File: src/hdl/smcd_pkg.sv
// Shared types, character codes and drive constants for the serial motor command decoder.
`default_nettype none
package smcd_pkg;

   localparam int MAX_DIGITS = 5;
   localparam int COUNT_W    = 3;
   localparam int NUM_W      = 17;
   localparam int SPEED_W    = NUM_W + 1;

   typedef logic [7:0]                rx_byte_type;
   typedef logic [COUNT_W-1:0]        count_type;
   typedef logic [NUM_W-1:0]          number_type;
   typedef logic signed [SPEED_W-1:0] speed_type;
   typedef logic [7:0]                duty_type;

   localparam speed_type SPEED_BRAKE   = speed_type'(11);
   localparam speed_type SPEED_FWD_MAX = speed_type'(10);
   localparam speed_type SPEED_ZERO    = speed_type'(0);
   localparam duty_type  DUTY_FULL     = 8'd255;

   // ASCII codes
   localparam rx_byte_type ASCII_LF   = 8'h0A;
   localparam rx_byte_type ASCII_CR   = 8'h0D;
   localparam rx_byte_type ASCII_ZERO = 8'h30;
   localparam rx_byte_type ASCII_NINE = 8'h39;
   localparam rx_byte_type ASCII_UP_K = 8'h4B;
   localparam rx_byte_type ASCII_UP_M = 8'h4D;
   localparam rx_byte_type ASCII_B    = 8'h62;
   localparam rx_byte_type ASCII_D    = 8'h64;
   localparam rx_byte_type ASCII_E    = 8'h65;
   localparam rx_byte_type ASCII_F    = 8'h66;
   localparam rx_byte_type ASCII_G    = 8'h67;
   localparam rx_byte_type ASCII_H    = 8'h68;
   localparam rx_byte_type ASCII_I    = 8'h69;
   localparam rx_byte_type ASCII_L    = 8'h6C;
   localparam rx_byte_type ASCII_M    = 8'h6D;
   localparam rx_byte_type ASCII_N    = 8'h6E;
   localparam rx_byte_type ASCII_O    = 8'h6F;
   localparam rx_byte_type ASCII_P    = 8'h70;
   localparam rx_byte_type ASCII_Q    = 8'h71;
   localparam rx_byte_type ASCII_R    = 8'h72;
   localparam rx_byte_type ASCII_S    = 8'h73;

   typedef enum logic [10:0] {
      PH_WAIT   = 11'b00000000001,
      PH_M      = 11'b00000000010,
      PH_K      = 11'b00000000100,
      PH_PING_I = 11'b00000001000,
      PH_PING_N = 11'b00000010000,
      PH_PING_G = 11'b00000100000,
      PH_HELP_E = 11'b00001000000,
      PH_HELP_L = 11'b00010000000,
      PH_HELP_P = 11'b00100000000,
      PH_NUMBER = 11'b01000000000,
      PH_FLUSH  = 11'b10000000000
   } phase_type;

   typedef enum logic [2:0] {
      CMD_NONE  = 3'd0,
      CMD_LEFT  = 3'd1,
      CMD_RIGHT = 3'd2,
      CMD_AUX   = 3'd3,
      CMD_FWD   = 3'd4,
      CMD_BACK  = 3'd5,
      CMD_TURNR = 3'd6,
      CMD_TURNL = 3'd7
   } cmd_type;

   typedef enum logic [1:0] {
      REPLY_NONE  = 2'd0,
      REPLY_PONG  = 2'd1,
      REPLY_IDENT = 2'd2,
      REPLY_HELP  = 2'd3
   } reply_type;

   typedef struct packed {
      speed_type left_speed;
      speed_type right_speed;
      reply_type reply;
      logic      stream_on;
      logic      done;
   } parse_result_type;

   // duty for speed magnitudes below ten: mag*255/10
   function automatic duty_type duty_small(input logic [3:0] mag);
      duty_type d;
      case (mag)
         4'd0:    d = 8'd0;
         4'd1:    d = 8'd25;
         4'd2:    d = 8'd51;
         4'd3:    d = 8'd76;
         4'd4:    d = 8'd102;
         4'd5:    d = 8'd127;
         4'd6:    d = 8'd153;
         4'd7:    d = 8'd178;
         4'd8:    d = 8'd204;
         4'd9:    d = 8'd229;
         default: d = DUTY_FULL;
      endcase
      return d;
   endfunction

endpackage
`default_nettype wire

File: src/hdl/serial_motor_command_decoder_top.sv
// Pipeline: an accepted request is captured in the input register, and its parser
// and drive result is captured in the result register when that register advances.
// Throughput: one request per cycle; the input register advances whenever the
// result register is empty or being taken, so the only limit is rsp_stall.
// Reset (synchronous): both pipeline valids clear, parser returns to waiting
// for a command start, both motors brake, streaming off.
`default_nettype none
module serial_motor_command_decoder_top (
   input  wire logic                  clock,
   input  wire logic                  reset,
   input  wire logic                  req_valid,
   output logic                       req_stall,
   input  wire smcd_pkg::rx_byte_type req_rx_byte,
   output logic                       rsp_valid,
   input  wire logic                  rsp_stall,
   output smcd_pkg::duty_type         rsp_left_duty,
   output logic                       rsp_left_pin_a,
   output logic                       rsp_left_pin_b,
   output smcd_pkg::duty_type         rsp_right_duty,
   output logic                       rsp_right_pin_a,
   output logic                       rsp_right_pin_b,
   output logic [1:0]                 rsp_reply_code,
   output logic                       rsp_stream_on,
   output logic                       rsp_command_done
);
   import smcd_pkg::*;

   logic             in_valid_ff;
   rx_byte_type      in_byte_ff;
   logic             advance;
   logic             step;
   parse_result_type result;
   duty_type         left_duty, right_duty;
   logic             left_a, left_b, right_a, right_b;

   logic             out_valid_ff;
   duty_type         left_duty_ff, right_duty_ff;
   logic             left_a_ff, left_b_ff, right_a_ff, right_b_ff;
   reply_type        reply_ff;
   logic             stream_ff, done_ff;

   assign advance   = !out_valid_ff || !rsp_stall;
   assign step      = in_valid_ff && advance;
   assign req_stall = in_valid_ff && !advance;

   always_ff @(posedge clock) begin
      if (reset) begin
         in_valid_ff <= 1'b0;
      end else if (!req_stall) begin
         in_valid_ff <= req_valid;
      end
   end

   always_ff @(posedge clock) begin
      if (req_valid && !req_stall) begin
         in_byte_ff <= req_rx_byte;
      end
   end

   smcd_parser u_parser (
      .clock   (clock),
      .reset   (reset),
      .enable  (step),
      .rx_byte (in_byte_ff),
      .result  (result)
   );

   smcd_drive u_left_drive (
      .speed (result.left_speed),
      .duty  (left_duty),
      .pin_a (left_a),
      .pin_b (left_b)
   );

   smcd_drive u_right_drive (
      .speed (result.right_speed),
      .duty  (right_duty),
      .pin_a (right_a),
      .pin_b (right_b)
   );

   always_ff @(posedge clock) begin
      if (reset) begin
         out_valid_ff <= 1'b0;
      end else if (advance) begin
         out_valid_ff <= in_valid_ff;
      end
   end

   // hold the result while stalled
   always_ff @(posedge clock) begin
      if (step) begin
         left_duty_ff  <= left_duty;
         left_a_ff     <= left_a;
         left_b_ff     <= left_b;
         right_duty_ff <= right_duty;
         right_a_ff    <= right_a;
         right_b_ff    <= right_b;
         reply_ff      <= result.reply;
         stream_ff     <= result.stream_on;
         done_ff       <= result.done;
      end
   end

   assign rsp_valid        = out_valid_ff;
   assign rsp_left_duty    = left_duty_ff;
   assign rsp_left_pin_a   = left_a_ff;
   assign rsp_left_pin_b   = left_b_ff;
   assign rsp_right_duty   = right_duty_ff;
   assign rsp_right_pin_a  = right_a_ff;
   assign rsp_right_pin_b  = right_b_ff;
   assign rsp_reply_code   = reply_ff;
   assign rsp_stream_on    = stream_ff;
   assign rsp_command_done = done_ff;

endmodule
`default_nettype wire

File: src/hdl/smcd_parser.sv
// Command parser: phase state machine, number collection and speed/stream state.
`default_nettype none
module smcd_parser (
   input  wire logic                      clock,
   input  wire logic                      reset,
   input  wire logic                      enable,
   input  wire smcd_pkg::rx_byte_type     rx_byte,
   output smcd_pkg::parse_result_type     result
);
   import smcd_pkg::*;

   phase_type  phase_ff,  phase_in;
   cmd_type    cmd_ff,    cmd_in;
   count_type  count_ff,  count_in;
   number_type num_ff,    num_in;
   speed_type  left_ff,   left_in;
   speed_type  right_ff,  right_in;
   logic       stream_ff, stream_in;
   reply_type  reply;
   logic       done;

   always_comb begin
      logic       line_end;
      logic       apply_en;
      number_type apply_val;
      number_type num_step;
      count_type  count_step;

      line_end   = rx_byte inside {ASCII_LF, ASCII_CR};
      apply_en   = 1'b0;
      apply_val  = num_ff;
      num_step   = (num_ff << 3) + (num_ff << 1) + NUM_W'(rx_byte - ASCII_ZERO);
      count_step = count_ff + count_type'(1);

      phase_in  = phase_ff;
      cmd_in    = cmd_ff;
      count_in  = count_ff;
      num_in    = num_ff;
      left_in   = left_ff;
      right_in  = right_ff;
      stream_in = stream_ff;
      reply     = REPLY_NONE;
      done      = 1'b0;

      case (phase_ff)
         PH_WAIT: begin
            if (!line_end) begin
               case (rx_byte)
                  ASCII_UP_M: phase_in = PH_M;
                  ASCII_UP_K: phase_in = PH_K;
                  ASCII_P:    phase_in = PH_PING_I;
                  ASCII_H:    phase_in = PH_HELP_E;
                  default: begin
                     stream_in = 1'b0;
                     phase_in  = PH_FLUSH;
                  end
               endcase
            end
         end
         PH_M: begin
            phase_in = PH_FLUSH;
            case (rx_byte)
               ASCII_N: begin
                  reply = REPLY_IDENT;
                  done  = 1'b1;
               end
               ASCII_S: begin
                  stream_in = 1'b1;
                  done      = 1'b1;
               end
               ASCII_F, ASCII_M: begin
                  stream_in = 1'b0;
                  done      = 1'b1;
               end
               ASCII_E: begin
                  cmd_in = CMD_LEFT;  phase_in = PH_NUMBER;
               end
               ASCII_D: begin
                  cmd_in = CMD_RIGHT; phase_in = PH_NUMBER;
               end
               ASCII_O, ASCII_P, ASCII_Q, ASCII_R, ASCII_UP_M: begin
                  cmd_in = CMD_AUX;   phase_in = PH_NUMBER;
               end
               default: begin
                  stream_in = 1'b0;
                  phase_in  = line_end ? PH_WAIT : PH_FLUSH;
               end
            endcase
            if (phase_in == PH_NUMBER) begin
               count_in = '0;
               num_in   = '0;
            end
         end
         PH_K: begin
            phase_in = PH_FLUSH;
            case (rx_byte)
               ASCII_S: begin
                  left_in  = SPEED_BRAKE;
                  right_in = SPEED_BRAKE;
                  done     = 1'b1;
               end
               ASCII_F: begin
                  cmd_in = CMD_FWD;   phase_in = PH_NUMBER;
               end
               ASCII_B: begin
                  cmd_in = CMD_BACK;  phase_in = PH_NUMBER;
               end
               ASCII_R: begin
                  cmd_in = CMD_TURNR; phase_in = PH_NUMBER;
               end
               ASCII_L: begin
                  cmd_in = CMD_TURNL; phase_in = PH_NUMBER;
               end
               default: begin
                  stream_in = 1'b0;
                  phase_in  = line_end ? PH_WAIT : PH_FLUSH;
               end
            endcase
            if (phase_in == PH_NUMBER) begin
               count_in = '0;
               num_in   = '0;
            end
         end
         PH_PING_I: phase_in = (rx_byte == ASCII_I) ? PH_PING_N :
                               (line_end ? PH_WAIT : PH_FLUSH);
         PH_PING_N: phase_in = (rx_byte == ASCII_N) ? PH_PING_G :
                               (line_end ? PH_WAIT : PH_FLUSH);
         PH_PING_G: begin
            if (rx_byte == ASCII_G) begin
               reply    = REPLY_PONG;
               done     = 1'b1;
               phase_in = PH_FLUSH;
            end else begin
               phase_in = line_end ? PH_WAIT : PH_FLUSH;
            end
         end
         PH_HELP_E: phase_in = (rx_byte == ASCII_E) ? PH_HELP_L :
                               (line_end ? PH_WAIT : PH_FLUSH);
         PH_HELP_L: phase_in = (rx_byte == ASCII_L) ? PH_HELP_P :
                               (line_end ? PH_WAIT : PH_FLUSH);
         PH_HELP_P: begin
            if (rx_byte == ASCII_P) begin
               reply    = REPLY_HELP;
               done     = 1'b1;
               phase_in = PH_FLUSH;
            end else begin
               phase_in = line_end ? PH_WAIT : PH_FLUSH;
            end
         end
         PH_NUMBER: begin
            if (rx_byte inside {[ASCII_ZERO:ASCII_NINE]}) begin
               num_in   = num_step;
               count_in = count_step;
               if (count_step >= COUNT_W'(MAX_DIGITS)) begin
                  apply_en  = 1'b1;
                  apply_val = num_step;
                  phase_in  = PH_FLUSH;
               end
            end else if (count_ff != '0 && line_end) begin
               apply_en  = 1'b1;
               apply_val = num_ff;
               phase_in  = PH_WAIT;
            end
         end
         PH_FLUSH: begin
            if (line_end) begin
               phase_in = PH_WAIT;
            end
         end
         default: phase_in = PH_WAIT;
      endcase

      if (apply_en) begin
         done = 1'b1;
         case (cmd_ff)
            CMD_LEFT:  left_in  = speed_type'({1'b0, apply_val});
            CMD_RIGHT: right_in = speed_type'({1'b0, apply_val});
            CMD_FWD: begin
               left_in  = speed_type'({1'b0, apply_val});
               right_in = speed_type'({1'b0, apply_val});
            end
            CMD_BACK: begin
               left_in  = -speed_type'({1'b0, apply_val});
               right_in = -speed_type'({1'b0, apply_val});
            end
            CMD_TURNR: begin
               left_in  = SPEED_ZERO;
               right_in = speed_type'({1'b0, apply_val});
            end
            CMD_TURNL: begin
               left_in  = speed_type'({1'b0, apply_val});
               right_in = SPEED_ZERO;
            end
            default: stream_in = 1'b0;
         endcase
      end
   end

   always_ff @(posedge clock) begin
      if (reset) begin
         phase_ff  <= PH_WAIT;
         cmd_ff    <= CMD_NONE;
         count_ff  <= '0;
         num_ff    <= '0;
         left_ff   <= SPEED_BRAKE;
         right_ff  <= SPEED_BRAKE;
         stream_ff <= 1'b0;
      end else if (enable) begin
         phase_ff  <= phase_in;
         cmd_ff    <= cmd_in;
         count_ff  <= count_in;
         num_ff    <= num_in;
         left_ff   <= left_in;
         right_ff  <= right_in;
         stream_ff <= stream_in;
      end
   end

   assign result.left_speed  = left_in;
   assign result.right_speed = right_in;
   assign result.reply       = reply;
   assign result.stream_on   = stream_in;
   assign result.done        = done;

endmodule
`default_nettype wire

File: src/hdl/smcd_drive.sv
// Bridge drive: PWM compare value and bridge pin levels from a signed motor speed.
`default_nettype none
module smcd_drive (
   input  wire smcd_pkg::speed_type speed,
   output smcd_pkg::duty_type       duty,
   output logic                     pin_a,
   output logic                     pin_b
);
   import smcd_pkg::*;

   speed_type mag;

   always_comb begin
      mag = (speed < SPEED_ZERO) ? -speed : speed;
      // ten and above saturates at full scale
      if (mag >= SPEED_FWD_MAX) begin
         duty = DUTY_FULL;
      end else begin
         duty = duty_small(mag[3:0]);
      end

      if (speed == SPEED_BRAKE) begin
         pin_a = 1'b1;
         pin_b = 1'b1;
      end else if (speed >= SPEED_ZERO && speed <= SPEED_FWD_MAX) begin
         pin_a = 1'b1;
         pin_b = 1'b0;
      end else begin
         pin_a = 1'b0;
         pin_b = 1'b1;
      end
   end

endmodule
`default_nettype wire
File: config.mk
export PLATFORM = sky130hd
export DESIGN_NAME = serial_motor_command_decoder_top
export DESIGN_NICKNAME = d
export VERILOG_FILES = /design/src/hdl/smcd_pkg.sv /design/src/hdl/serial_motor_command_decoder_top.sv /design/src/hdl/smcd_parser.sv /design/src/hdl/smcd_drive.sv
export SDC_FILE = /design/constraint.sdc
export NUM_CORES = 1
export LEC_CHECK = 0
export BUFFER_PORTS_ARGS = -buffer_cell sky130_fd_sc_hd__buf_2
export CAP_MARGIN = 10
export CORE_UTILIZATION = 64
export DETAILED_ROUTE_END_ITERATION = 8
export PLACE_DENSITY = 0.9
export RECOVER_POWER = 25
export SYNTH_ARGS = -nofsm -noshare
export SYNTH_HDL_FRONTEND = slang
export SYNTH_SLANG_ARGS = --single-unit
File: constraint.sdc
create_clock -name clock -period 7.8 [get_ports clock]
set_input_delay 0.78 -clock clock [delete_from_list [all_inputs] [get_ports clock]]
set_output_delay 0.78 -clock clock [all_outputs]
set_load 0.01 [all_outputs]
==> results.ini <==
[timing]
timing.fmax_ghz = 0.146
finalSetupTns_ps = 0
fin_crit_sh = 0.879
slew_headroom = -1.39
rsz0062_at_grt = false
slew_violations = 74
worst_hold_slack_ps = 471
hold_viol = 0
fin_crit_ps = 6860
clock_skew_ps = 12.0
tightest_slew_ps = 3590
setup_violations = 0

[drt]
post_drt_wl_per_cell_um = 19.9
wirelength_um = 27800
dr.first_iter.drc_count = 1349
firstDrtPassIters = 6
dr.max_layer_used = met4
dr_wl_met2_um = 12800
route.vias.total = 9815
ant_nets = 0
drc = 0
route.met3.wl_um = 2650
met1_length_um = 11200
avgViaCountPerCell = 7.02

[worst_hold_path]
holdPathEnd = u_parser.left_ff[7]$_SDFFE_PP0P_
hp-class = flop to flop
min_from = u_parser.left_ff[7]$_SDFFE_PP0P_
hold_depth = 2

[floorplanning]
core_sq_mm = 0.0140
die_width_um = 122
die_area_sq_mm = 0.0149
io_pins = 38
die_y_um = 122
start_util = 0.660
rows = 43

[placed_design]
hpwlAfterDp_um = 20300
port_buffers = 37
place_congestion = 0.960

[grt]
grt_max_degree = 79
grt_pass1_wl_um = 44200
grt_pass1_vias = 8659
grt-ovfl-total = 0
antenna_found_initial = 0
track_usage = 0.377

[run_status]
status = finished, violations left
failed_checks = capacitance limit, slew limit

[clocking]
path_clk_slew_ps = 80
root_buffer = clkbuf_16
clockBufferDepth = 2
cts_hold_buf = 0
cts_buffers = 9
insertion_delay_ps = 380
clkSinkCount = 103
tritoncts = yes
cts_htree_levels = 3
cts_setup_buffers = 0
cts_resized = 0

[critical_path]
path_class = flop to flop
start_kind = flop
cp.buffers_inverters = 1
worst-path-max-fanout = 18
rr_worst_depth = 20
max_stage_delay_ps = 770
slowest_stage = a2111oi_1
path_cells = o211ai_1 > nand4_1 > o31ai_1 > nand2_1 > inv_1 > ha_1 > nand3b_1 > or2_2 > a21o_1 > nor3_1 > a21oi_1 > a2111oi_1 > xnor2_1 > a21oi_1 > nand4_1 > o311ai_0 > o21ai_0 > nor4_1 > a31o_2 > o21ai_0
endpoint_kind = flop
reg2reg_slack_ps = 940
critPathTopFamily = compound AO/OA/AOI/OAI gates
timing.rr.end = rsp_left_duty[4]$_SDFFCE_PP1P_
r2r_start = in_byte_ff[1]$_DFFE_PP_
required_ps = 7890
worstPathArrival_ps = 6950

[logic_synthesis]
synth_cell_type_count = 90
synth_edf_count = 30
synth.mux.area_fraction = 0.0268
synth.area.top_cells = dfxtp_1 16%, edfxtp_1 9.8%, nor2_1 5.7%, a21oi_1 5.7%, ha_1 5.0%
synth_xor_area_frac = 0.0347
synth-seq-area-share = 0.256
synth-compound-area-share = 0.275
syn_inst = 1215
synth-seq-cells = 103
synth-main-ff-cell = dfxtp_1
synth_top_family_by_area = simple AND/OR/NAND/NOR gates
yosys.area_share.simple = 0.279
ys_warn_count = 0
syn_area_sq_mm = 0.00923
synth_fa_ha_area_frac = 0.0805
synth_top_area_share = 0.158
async_flop_share = 0
yosys.area.top_type = dfxtp_1
synthesis.nets = 1278
synth.avg_cell_area_sq_um = 7.60

[finish]
fillers = 1153
postLayoutCoreUtil = 0.698
drive_above_1_share = 0.0697
n_antenna_cell = 0
syn_to_final_growth_pct = 5.77
num-nets-final = 1277

[power_and_ir_drop]
peakVddDrop_mv = 0.151
p_per_area_mw_per_mm2 = 133
leakage_nw = 3.63

[job]
cap_violations = 1

how the worst max path moves through the flow:
stage | cells after the start | slack [ps] | to | startpoint
2_1_floorplan | 20 | 1580 | rsp_right_duty[2]$_SDFFCE_PP1P_ | in_byte_ff[4]$_DFFE_PP_
3_3_place_gp | 20 | 1220 | rsp_left_duty[4]$_SDFFCE_PP1P_ | in_byte_ff[1]$_DFFE_PP_
3_5_place_dp | 22 | 1180 | rsp_left_duty[4]$_SDFFCE_PP1P_ | in_byte_ff[4]$_DFFE_PP_
4_1_cts | 22 | 1150 | rsp_left_duty[4]$_SDFFCE_PP1P_ | in_byte_ff[4]$_DFFE_PP_
5_1_grt | 22 | 580 | rsp_left_duty[4]$_SDFFCE_PP1P_ | in_byte_ff[4]$_DFFE_PP_
6_report | 20 | 940 | rsp_left_duty[4]$_SDFFCE_PP1P_ | in_byte_ff[1]$_DFFE_PP_
final cells by class:
| class | instances | area (sq um) | share of cell area |
|---|---|---|---|
| clock buffer | 9 | 225 | 0.0231 |
| clock inverter | 7 | 72.6 | 0.00743 |
| inverter | 47 | 176 | 0.0181 |
| multi-input combinational | 1000 | 6430 | 0.658 |
| sequential | 103 | 2360 | 0.242 |
| tap | 180 | 225 | 0.0231 |
| timing repair buffer | 53 | 274 | 0.0281 |
metal layers:
layer,GRT usage,up-vias
met2,0.603,625
met3,0.0655,119
met5,0,-
met1,0.489,4536
met4,0.187,0
li1,-,4535
flip-flops by register name, summed over array words and instances, names as in the netlist, 2 cells and up:
signal	flops
in_byte_ff	8
rsp_left_duty	7
rsp_reply_code	2
rsp_right_duty	7
u_parser.cmd_ff	3
u_parser.count_ff	3
u_parser.left_ff	18
u_parser.num_ff	17
u_parser.phase_ff	11
u_parser.right_ff	18
worst register-to-register path: cells and delay by family, from the launching register on:
family / cells / cell delay, ps
AOI/OAI and AO/OA: 10 / 3440
and+or+nand+nor: 7 / 1970
DFF: 1 / 630
adders and majority gates: 1 / 300
xor gates and xnor gates: 1 / 140
buffers and inverters: 1 / 90
report_power, final:
part           internal (mW)  total (mW)  switching (mW)
logic                 0.0867       0.242           0.155
clock network          0.228       0.466           0.239
registers              0.570       0.589          0.0189
total                  0.885        1.30           0.413
cells in the final DEF, fill, tap and decap left out, types with 13 or more instances in the layout:
master,instances
a211oi_1,34
a21o_1,14
a21oi_1,105
a31oi_1,13
and3_1,15
buf_2,15
buf_4,15
clkbuf_1,23
dfxtp_1,73
edfxtp_1,30
fa_1,14
ha_1,37
inv_1,46
mux2i_1,18
nand2_1,120
nand3_1,51
nand4_1,22
nor2_1,141
nor3_1,50
nor4_1,21
o211ai_1,17
o21a_1,15
o21ai_0,54
xnor2_1,17
xor2_1,17
cell families (layout without fill, tap and decap cells):
family / after synthesis / count (layout)
XOR/XNOR: 35 / 35
adder cells (fa/ha/maj): 51 / 51
flip-flops: 103 / 103
AND/OR/NAND/NOR: 516 / 516
multiplexers: 24 / 24
buffers and inverters: 112 / 116
AO/OA/AOI/OAI: 374 / 374
cell usage after synthesis, types with 12 or more instances:
library cell    n
a211o_1        12
a211oi_1       34
a21o_1         14
a21oi_1       105
a31oi_1        13
and2_1         12
and3_1         15
clkbuf_1       53
dfxtp_1        73
edfxtp_1       30
fa_1           14
ha_1           37
inv_1          47
mux2i_1        18
nand2_1       120
nand3_1        51
nand4_1        22
nor2_1        141
nor2b_1        12
nor3_1         50
nor4_1         21
o211ai_1       17
o21a_1         15
o21ai_0        55
xnor2_1        17
xor2_1         17
metrics by stage:
stage               cell area (sq um)  worst slack [ps]  total power, mW  instances
CTS                              9800              1150             1.29       1399
detailed placement               9500              1180            0.835       1383
floorplan                        9230              1580            0.779       1215
global route                     9760               576             1.34       1399
finish                           9760               944             1.30       1399
global placement                 9500              1220            0.828       1383
No activity file was read; power rests on OpenSTA's default activity.
